$ cat config.mk
export PLATFORM = sky130hd
export DESIGN_NAME = positional_list_insert_delete_unit
export DESIGN_NICKNAME = d
export VERILOG_FILES = /design/src/rtl/core/plid_pkg.sv /design/src/rtl/core/plid_ctrl.sv /design/src/rtl/core/plid_datapath.sv /design/src/rtl/core/positional_list_insert_delete_unit.sv
export SDC_FILE = /design/constraint.sdc
export NUM_CORES = 1
export LEC_CHECK = 0
export ABC_AREA = 0
export BUFFER_PORTS_ARGS = -buffer_cell sky130_fd_sc_hd__buf_2
export CORE_MARGIN = 2
export CORE_UTILIZATION = 50
export DETAILED_ROUTE_END_ITERATION = 10
export PLACE_DENSITY_LB_ADDON = 0.05
export SLEW_MARGIN = 20
export SYNTH_ARGS = -nofsm -noshare
export SYNTH_HDL_FRONTEND = slang
export SYNTH_SLANG_ARGS = --single-unit
$ cat constraint.sdc
create_clock -name clk -period 5.7 [get_ports clk]
set_input_delay 1.14 -clock clk [delete_from_list [all_inputs] [get_ports clk]]
set_output_delay 1.14 -clock clk [all_outputs]
set_load 0.05 [all_outputs]
$ cat src/rtl/core/plid_pkg.sv
`timescale 1ns / 1ps
// Package for the positional list insert/delete unit.
// Holds list sizing constants, operation and status codes, payload structs and the
// controller/datapath interface types. Depends on nothing.
package plid_pkg;

    localparam int CAPACITY = 16;
    localparam int CNT_W    = $clog2(CAPACITY + 1);
    localparam int IDX_W    = $clog2(CAPACITY);
    localparam int POS_W    = 5;
    localparam int CMP_W    = (CNT_W > POS_W) ? CNT_W : POS_W;

    localparam logic [1:0] MODE_INSERT = 2'd0;
    localparam logic [1:0] MODE_DELETE = 2'd1;

    localparam logic [1:0] STAT_OK    = 2'd0;
    localparam logic [1:0] STAT_RANGE = 2'd1;
    localparam logic [1:0] STAT_FULL  = 2'd2;
    localparam logic [1:0] STAT_EMPTY = 2'd3;

    typedef struct packed {
        logic [1:0]        mode;
        logic [POS_W-1:0]  position;
        logic signed [31:0] value;
    } plid_req_t;

    typedef struct packed {
        logic signed [31:0] read_value;
        logic [4:0]         count;
        logic [1:0]         status;
    } plid_rsp_t;

    typedef enum logic {
        ST_IDLE,
        ST_EXEC
    } plid_state_t;

    typedef struct packed {
        logic capture;
        logic execute;
    } plid_cmd_t;

    typedef struct packed {
        logic rsp_blocked;
    } plid_sts_t;

endpackage

$ cat src/rtl/core/plid_ctrl.sv
`timescale 1ns / 1ps
// Controller for the positional list unit: takes a request, then fires the
// execute step once the response register is free. Depends on plid_pkg.
module plid_ctrl (
    input  logic               clk,
    input  logic               rst_n,
    input  logic               req_valid,
    output logic               req_stall,
    input  plid_pkg::plid_sts_t sts,
    output plid_pkg::plid_cmd_t cmd
);
    import plid_pkg::*;

    plid_state_t state_reg;
    plid_state_t state_next;

    always_ff @(posedge clk or negedge rst_n)
    begin
        if (!rst_n)
        begin
            state_reg <= ST_IDLE;
        end
        else
        begin
            state_reg <= state_next;
        end
    end

    always_comb
    begin
        state_next  = state_reg;
        cmd.capture = 1'b0;
        cmd.execute = 1'b0;
        req_stall   = 1'b1;
        unique case (state_reg)
            ST_IDLE:
            begin
                req_stall = 1'b0;
                if (req_valid)
                begin
                    cmd.capture = 1'b1;
                    state_next  = ST_EXEC;
                end
            end
            ST_EXEC:
            begin
                // The result needs a free response register before the list is updated.
                if (!sts.rsp_blocked)
                begin
                    cmd.execute = 1'b1;
                    state_next  = ST_IDLE;
                end
            end
            default:
            begin
                state_next = ST_IDLE;
            end
        endcase
    end

endmodule

$ cat src/rtl/core/plid_datapath.sv
`timescale 1ns / 1ps
// Datapath for the positional list unit: request register, row of list cells
// that shift in parallel, entry count and response register. Depends on plid_pkg.
module plid_datapath (
    input  logic               clk,
    input  logic               rst_n,
    input  plid_pkg::plid_req_t req,
    input  plid_pkg::plid_cmd_t cmd,
    output plid_pkg::plid_sts_t sts,
    output logic               rsp_valid,
    input  logic               rsp_stall,
    output plid_pkg::plid_rsp_t rsp
);
    import plid_pkg::*;

    plid_req_t          op_reg;
    logic [CNT_W-1:0]   count_reg;
    logic [CNT_W-1:0]   count_next;
    logic signed [31:0] entry_reg  [CAPACITY];
    logic signed [31:0] entry_next [CAPACITY];
    logic               rsp_valid_reg;
    plid_rsp_t          rsp_reg;
    plid_rsp_t          rsp_next;

    logic [CMP_W-1:0]   pos_ext;
    logic [CMP_W-1:0]   count_ext;
    logic               is_insert;
    logic               is_delete;
    logic               op_ok;
    logic               write_en;

    assign pos_ext   = CMP_W'(op_reg.position);
    assign count_ext = CMP_W'(count_reg);
    assign is_insert = (op_reg.mode == MODE_INSERT);
    assign is_delete = (op_reg.mode == MODE_DELETE);
    assign write_en  = cmd.execute && op_ok;

    always_ff @(posedge clk)
    begin
        if (cmd.capture)
        begin
            op_reg <= req;
        end
    end

    // Status checks in the order the list defines: full or empty first, then position.
    always_comb
    begin
        op_ok               = 1'b0;
        count_next          = count_reg;
        rsp_next.read_value = '0;
        rsp_next.status     = STAT_OK;
        if (is_insert)
        begin
            priority if (count_ext == CMP_W'(CAPACITY))
            begin
                rsp_next.status = STAT_FULL;
            end
            else if (pos_ext > count_ext)
            begin
                rsp_next.status = STAT_RANGE;
            end
            else
            begin
                op_ok      = 1'b1;
                count_next = count_reg + CNT_W'(1);
            end
        end
        else
        begin
            priority if (count_reg == '0)
            begin
                rsp_next.status = STAT_EMPTY;
            end
            else if (pos_ext >= count_ext)
            begin
                rsp_next.status = STAT_RANGE;
            end
            else
            begin
                op_ok               = 1'b1;
                rsp_next.read_value = entry_reg[pos_ext[IDX_W-1:0]];
                if (is_delete)
                begin
                    count_next = count_reg - CNT_W'(1);
                end
            end
        end
        rsp_next.count = 5'(count_next);
    end

    for (genvar i = 0; i < CAPACITY; i++)
    begin : g_cell
        localparam logic [CMP_W-1:0] CELL = CMP_W'(i);

        always_comb
        begin
            entry_next[i] = entry_reg[i];
            if (is_insert)
            begin
                if (CELL == pos_ext)
                begin
                    entry_next[i] = op_reg.value;
                end
                else if (CELL > pos_ext)
                begin
                    if (i > 0)
                    begin
                        entry_next[i] = entry_reg[(i > 0) ? i - 1 : 0];
                    end
                end
            end
            else if (is_delete)
            begin
                if (CELL >= pos_ext)
                begin
                    if (i < CAPACITY - 1)
                    begin
                        entry_next[i] = entry_reg[(i < CAPACITY - 1) ? i + 1 : i];
                    end
                end
            end
        end

        always_ff @(posedge clk)
        begin
            if (write_en)
            begin
                entry_reg[i] <= entry_next[i];
            end
        end
    end

    always_ff @(posedge clk or negedge rst_n)
    begin
        if (!rst_n)
        begin
            count_reg     <= '0;
            rsp_valid_reg <= 1'b0;
        end
        else
        begin
            if (write_en)
            begin
                count_reg <= count_next;
            end
            if (cmd.execute)
            begin
                rsp_valid_reg <= 1'b1;
            end
            else if (!rsp_stall)
            begin
                rsp_valid_reg <= 1'b0;
            end
        end
    end

    always_ff @(posedge clk)
    begin
        if (cmd.execute)
        begin
            rsp_reg <= rsp_next;
        end
    end

    assign sts.rsp_blocked = rsp_valid_reg && rsp_stall;
    assign rsp_valid       = rsp_valid_reg;
    assign rsp             = rsp_reg;

endmodule

$ cat src/rtl/core/positional_list_insert_delete_unit.sv
`timescale 1ns / 1ps
// Top level of the positional list insert/delete unit: controller plus datapath.
// Depends on plid_pkg, plid_ctrl and plid_datapath.
//
// Usage: the list holds up to 16 signed 32-bit words in order. A request on the
// req channel (req_valid/req_stall, payload req) asks to insert a word at a
// position, delete the entry at a position, or read it. Each request gives one
// response on the rsp channel (rsp_valid/rsp_stall, payload rsp) carrying the
// read or removed word, the new entry count and a status code.
// An accepted request is registered; the execute step then updates the list and
// loads the response register once that is free. One request is handled at a
// time, by the controller's capture and execute steps; all list cells shift in the
// execute cycle. A new request is taken while the previous response still waits.
// When the receiver stalls, the response holds and a second request waits in the
// execute step, with req_stall high, until the response register is free.
// Reset empties the list (count zero) and drops any pending response; entry
// contents are not cleared, as only entries below the count are ever read.
module positional_list_insert_delete_unit (
    input  logic               clk,
    input  logic               rst_n,
    input  logic               req_valid,
    output logic               req_stall,
    input  plid_pkg::plid_req_t req,
    output logic               rsp_valid,
    input  logic               rsp_stall,
    output plid_pkg::plid_rsp_t rsp
);
    import plid_pkg::*;

    plid_cmd_t cmd;
    plid_sts_t sts;

    plid_ctrl u_ctrl (
        .clk       (clk),
        .rst_n     (rst_n),
        .req_valid (req_valid),
        .req_stall (req_stall),
        .sts       (sts),
        .cmd       (cmd)
    );

    plid_datapath u_datapath (
        .clk       (clk),
        .rst_n     (rst_n),
        .req       (req),
        .cmd       (cmd),
        .sts       (sts),
        .rsp_valid (rsp_valid),
        .rsp_stall (rsp_stall),
        .rsp       (rsp)
    );

endmodule

==> flow_summary.yaml, run 1 <==
power:
  power.sequential.fraction_pct: 42.9
  comb_power_share_pct: 26.2
  vdd_drop_max_v: 0.000244
  p_int_mw: 9.28
  power.leakage_nw: 15.3
  power.density_nw_per_um2: 390
  power.switching_mw: 4.93
  clock_power_share_pct: 30.9
  swShare_pct: 34.7
floorplan:
  rows: 94
  core-area_um2: 65700
  num_io_pins: 84
  die_h_um: 262
  initial_core_util_pct: 50.6
  die-area_um2: 68600
  die_x_um: 262
worst_setup_path:
  crit_chain: "inv_1 > ha_1 > o211a_1 > o31a_1 > o21ai_2 > nand3_4 > a311oi_4 > buf_4"
  cp.depth: 8
  crit_type: "flop to flop"
  start_kind: "flop"
  r2r_cells: 8
  crit_required_ns: 5.99
  reg2reg_setup_slack_ns: 1.65
  endpoint_kind: "flop"
  max_stage_delay_ns: 1.06
  crit_fanout: 17
  timing.rr.end: "u_datapath.entry_reg[14][27]"
  slowest_stage: "a311oi_4"
  critical-path-top-delay-family: "compound AO/OA/AOI/OAI gates"
  cp.arrival_ns: 4.34
  crit_buf_inv: 2
  r2r-start: "u_datapath.count_ext[2]"
clock_network:
  post_cts_resized: 0
  clkLatencyLatePin_ns: 0.62
  cts_buffers: 70
  cts_root_buffer: "clkbuf_16"
  cts_sinks: 597
  path_clk_slew_ns: 0.06
  post_cts_buffers: 0
  cts_htree_levels: 3
  clock_path_buffers: 3
  cts_hold_buf: 0
  tritoncts: "yes"
synthesis:
  synth_top_family_by_area: "multiplexers"
  yosys-mux-area-fraction_pct: 22.9
  yosysSeqAreaShare_pct: 53.8
  synth_simple_gate_area_share_pct: 7.95
  synth-seq-cells: 597
  synth_compound_area_share_pct: 11.0
  ys_warn_count: 0
  synth_edf_count: 590
  synth_xor_area_share_pct: 0.105
  synth_fa_ha_area_share_pct: 0.263
  async_reset_ff_share_pct: 1.17
  syn_area_um2: 33200
  avgSynthCellArea_um2: 11.7
  synth_fp_nets: 2894
  synthCells: 2844
  synth_cell_types: 68
  synthFlopType: "edfxtp_1"
placed_design:
  post_dp_cell_area_um2: 34200
  dp_slack_ns: 1.71
  place_inst: 3591
  place_congestion: 0.817
  dp_hpwl_um: 57000
  port_buffers: 83
routing:
  vias_per_cell: 6.28
  vias: 23300
  post-route-drc-count: 0
  final_antenna_net_count: 0
  wl_per_cell_um: 26.6
  dr.pass1.iters: 6
  drt_wl_total_um: 98700
  first_iter_violations: 2425
timing:
  setup_viol: 0
  finalMaxSlewViolations: 0
  post-route-period-util_pct: 71.0
  rsz0062_at_grt: "no"
  worst_slack_ns: 1.65
  hold_violations: 0
  tightestPinTransition_ns: 1.16
  max_freq_ghz: 0.247
  relSlewSlack_pct: 22.5
  period_minus_slack_ns: 4.05
  fin_skew_ns: 0.0183
  final.setup.tns_ns: 0
layout:
  layout.cells.non_filler: 3714
  num_antenna_cells: 0
  largest_reg_flops: 512
  drive_gt1_share_pct: 14.6
  final_cell_mix: "edfxtp_1, nand2_1, mux2i_1"
  final_common_cell: "edfxtp_1"
  fin_nets: 2849
  area_growth_pct: 9.49
  final_area_um2: 36400
global_routing:
  grtUsageTotal_pct: 28.7
  grt_pass1_vias: 22600
  grt_first_pass_wirelength_um: 147000
  grt.overflow.total: 0
  antenna_found_initial: 1
  grt_max_degree: 285
outcome:
  status: "finished, final reports clean"
worst_hold_path:
  hold_path_class: "input port to async pin"
run:
  maxCapViolCount: 0
-- area by class of cell --
type	instances	area [um2]
well taps	864	1080
clock buffers	84	1890
repair buffers	136	876
clock inverters	39	302
multi-input cells	1986	14300
fillers	5563	29300
inverters	8	30.0
flip-flops and latches	597	17900
-- per-stage QoR --
step	power (mW)	utilization (%)	hold slack [ns]
after global routing	14.8	55.4	0.355
after detailed placement	9.86	52.0	0.505
after global placement	9.79	52.0	0.494
final	14.2	55.4	0.359
after floorplan	8.67	-	0.522
after CTS	14.3	55.4	0.338
-- how the worst max path moves through the flow --
stage | endpoint | start | slack (ns)
finish | u_datapath.entry_reg[14][27] | u_datapath.count_ext[2] | 1.65
global route | u_datapath.entry_reg[14][27] | u_datapath.count_ext[2] | 1.46
detailed placement | u_datapath.entry_reg[14][26] | u_datapath.count_ext[2] | 1.71
floorplan | u_datapath.entry_reg[14][0] | rsp_stall | 0.12
global placement | u_datapath.entry_reg[13][11] | u_datapath.count_ext[2] | 1.78
CTS | u_datapath.entry_reg[14][27] | u_datapath.count_ext[2] | 1.66
-- per-layer routing --
layer	global-route usage, %	vias up	part of all wire (%)	routed length (um)
met3	4.13	131	6.3	6200
met1	42.5	11800	46	45100
met4	7.17	0	2.2	2210
met2	44.7	800	46	45200
li1	-	10600	-	-
met5	0	-	0	0
-- logic make-up after synthesis --
logic type               Yosys count
AND/OR/NAND/NOR                  651
flip-flops                       597
buffers and inverters            261
multiplexers                     673
adder cells (fa/ha/maj)            7
AO/OA/AOI/OAI                    651
XOR/XNOR                           4
-- synthesized netlist by cell type, types with 3 or more instances --
| cell type | count | area share, % |
|---|---|---|
| o21ai_1 | 107 | 1.6 |
| buf_6 | 9 | 0.30 |
| nor3_1 | 3 | 0.045 |
| nand2_1 | 583 | 6.6 |
| mux2_2 | 64 | 2.2 |
| nand2_2 | 4 | 0.075 |
| a211oi_1 | 34 | 0.77 |
| buf_1 | 11 | 0.12 |
| nand3_1 | 7 | 0.11 |
| xnor2_1 | 3 | 0.079 |
| dfrtp_1 | 7 | 0.53 |
| a21o_1 | 4 | 0.090 |
| o22ai_1 | 34 | 0.64 |
| nand4_1 | 5 | 0.094 |
| nand2b_1 | 4 | 0.075 |
| o21ai_0 | 377 | 5.7 |
| nor2_2 | 3 | 0.056 |
| edfxtp_1 | 590 | 53 |
| buf_4 | 35 | 0.79 |
| o221ai_1 | 32 | 0.84 |
| mux4_2 | 64 | 4.3 |
| buf_2 | 81 | 1.2 |
| and2_1 | 3 | 0.056 |
| ha_1 | 7 | 0.26 |
| nor2b_1 | 4 | 0.075 |
| a21oi_1 | 40 | 0.60 |
| clkbuf_1 | 115 | 1.3 |
| nor3_2 | 4 | 0.12 |
| nor4_1 | 4 | 0.075 |
| inv_1 | 8 | 0.090 |
| nor2_1 | 11 | 0.12 |
| mux2i_1 | 544 | 16 |
-- power by group through the flow --
stage	Clock (mW)	Sequential, mW	Combinational, mW
5_1_grt	4.62	6.15	4.00
3_5_place_dp	0	6.16	3.69
2_1_floorplan	0	6.40	2.27
3_3_place_gp	0	6.15	3.65
6_report	4.39	6.09	3.73
4_1_cts	4.47	6.08	3.71
-- worst register-to-register path, cell delays in order, from the launching register on --
cell and delay [ns]:
dfrtp_1 0.53, inv_1 0.13, ha_1 0.33, o211a_1 0.27, o31a_1 0.15, o21ai_2 0.35, nand3_4 0.47, a311oi_4 1.08
buf_4 0.40
No activity file was read; power rests on OpenSTA's default activity.
==> inputs of run 2 (changes only) <==
Clock period 5.7 ns to 4.1 ns, I/O delays scaled along.
==> run 2 against run 1 <==
Power grew 40%; die area unchanged; worst setup slack worse by 0.93 ns; routed wire length up 1.5%; cell count is 1.1% higher; sequential share of layout area decreased by 0.52 points; global-route usage increased by 0.42 points; sequential cell count unchanged; clock skew up 0.0064 ns; critical path type unchanged; largest cell class unchanged.
==> flow_summary.yaml, run 2 (synthesis gave the netlist of run 1 again) <==
routing:
  vias: 23200
  post-route-drc-count: 0
  drt_wl_total_um: 100000
  wl_per_cell_um: 26.7
  first_iter_violations: 2518
  final_antenna_net_count: 0
  vias_per_cell: 6.18
  dr.pass1.iters: 6
power:
  power.leakage_nw: 15.5
  p_int_mw: 12.9
  vdd_drop_max_v: 0.000325
  power.switching_mw: 6.94
  p_total_mw: 19.9
  clock_power_share_pct: 30.6
  swShare_pct: 34.9
  comb_power_share_pct: 26.8
  power.density_nw_per_um2: 540
  power.sequential.fraction_pct: 42.7
timing:
  rsz0062_at_grt: "no"
  period_minus_slack_ns: 3.37
  worst_slack_ns: 0.726
  max_freq_ghz: 0.296
  relSlewSlack_pct: 39.1
  tightestPinTransition_ns: 0.914
  hold_violations: 0
  post-route-period-util_pct: 82.3
  fin_skew_ns: 0.0248
  holdWs_ns: 0.0583
  setup_viol: 0
  finalMaxSlewViolations: 0
  final.setup.tns_ns: 0
placed_design:
  dp_hpwl_um: 61800
  port_buffers: 83
  post_dp_cell_area_um2: 34600
  place_inst: 3628
  dp_slack_ns: 0.765
  place_congestion: 0.840
worst_setup_path:
  cp.arrival_ns: 3.64
  endpoint_kind: "flop"
  crit_required_ns: 4.37
  start_kind: "flop"
  crit_fanout: 17
  crit_type: "flop to flop"
global_routing:
  grtUsageTotal_pct: 29.2
  grt_first_pass_wirelength_um: 148000
  antenna_found_initial: 3
  grt.overflow.total: 0
  grt_max_degree: 233
  grt_pass1_vias: 22500
clock_network:
  cts_sinks: 597
  cts_root_buffer: "clkbuf_16"
  cts_hold_buf: 0
  cts_buffers: 70
  post_cts_buffers: 0
  clkLatencyLatePin_ns: 0.62
  path_clk_slew_ns: 0.06
  cts_htree_levels: 3
  tritoncts: "yes"
  clock_path_buffers: 3
  post_cts_resized: 0
layout:
  area_growth_pct: 10.7
  final_common_cell: "edfxtp_1"
  fin_nets: 2886
  utilization_pct: 56.0
  largest_reg_flops: 512
  drive_gt1_share_pct: 15.3
  seqCellArea_um2: 17900
  final_cell_mix: "edfxtp_1, nand2_1, mux2i_1"
  multi_input_area_um2: 14300
  nFillCells: 5597
  final_area_um2: 36800
  layout.cells.non_filler: 3753
run:
  maxCapViolCount: 0
floorplan:
  die_x_um: 262
  rows: 94
  num_io_pins: 84
  die_h_um: 262
  core-area_um2: 65700
  initial_core_util_pct: 50.6
  die-area_um2: 68600
worst_hold_path:
  hold_path_class: "input port to async pin"
outcome:
  status: "finished, final reports clean"
run 2: worst paths after layout:
check,start,endpoint,slack [ns],cells past startpoint
worst max-delay path,u_datapath.count_ext[2],u_datapath.entry_reg[14][31],0.73,9
worst min-delay path,rst_n,u_datapath.count_ext[4],0.06,1
worst max register to register,u_datapath.count_ext[2],u_datapath.entry_reg[14][31],0.73,9
worst min register to register,u_datapath.rsp_valid,u_datapath.rsp_valid,0.53,2
max in group asynchronous,rst_n,u_datapath.count_ext[0],3.86,1
min in group clk,req[6],u_datapath.op_reg[6],0.37,1
run 2: worst max-delay path: stages (launching register included):
cell and delay (ns):
dfrtp_1 0.57, inv_1 0.12, ha_1 0.32, o211a_1 0.27, o31a_1 0.15, o21ai_2 0.35, nand3_4 0.22, buf_4 0.31
a311oi_4 0.32, buf_4 0.37
run 2: power by group through the flow:
stage	Clock [mW]	Sequential [mW]	Combinational, mW
2_1_floorplan	0	8.89	3.17
3_3_place_gp	0	8.56	5.22
3_5_place_dp	0	8.58	5.30
4_1_cts	6.19	8.46	5.31
5_1_grt	6.41	8.56	5.70
6_report	6.08	8.48	5.32
run 2: cell type report:
class | count | share of cell area, %
diodes | 1 | 0.00680
clock buffers | 92 | 5.16
clock inverters | 32 | 0.687
inverters | 8 | 0.0816
multi-input cells | 1986 | 39.0
flip-flops and latches | 597 | 48.6
well taps | 864 | 2.94
repair buffers | 173 | 3.51
run 2: per-layer routing:
metal	GRT usage (%)	routed length (um)	vias up
met4	7.80	2250	0
li1	-	-	10600
met1	41.9	44400	11600
met2	46.3	46800	792
met5	0	0	-
met3	4.51	6690	151
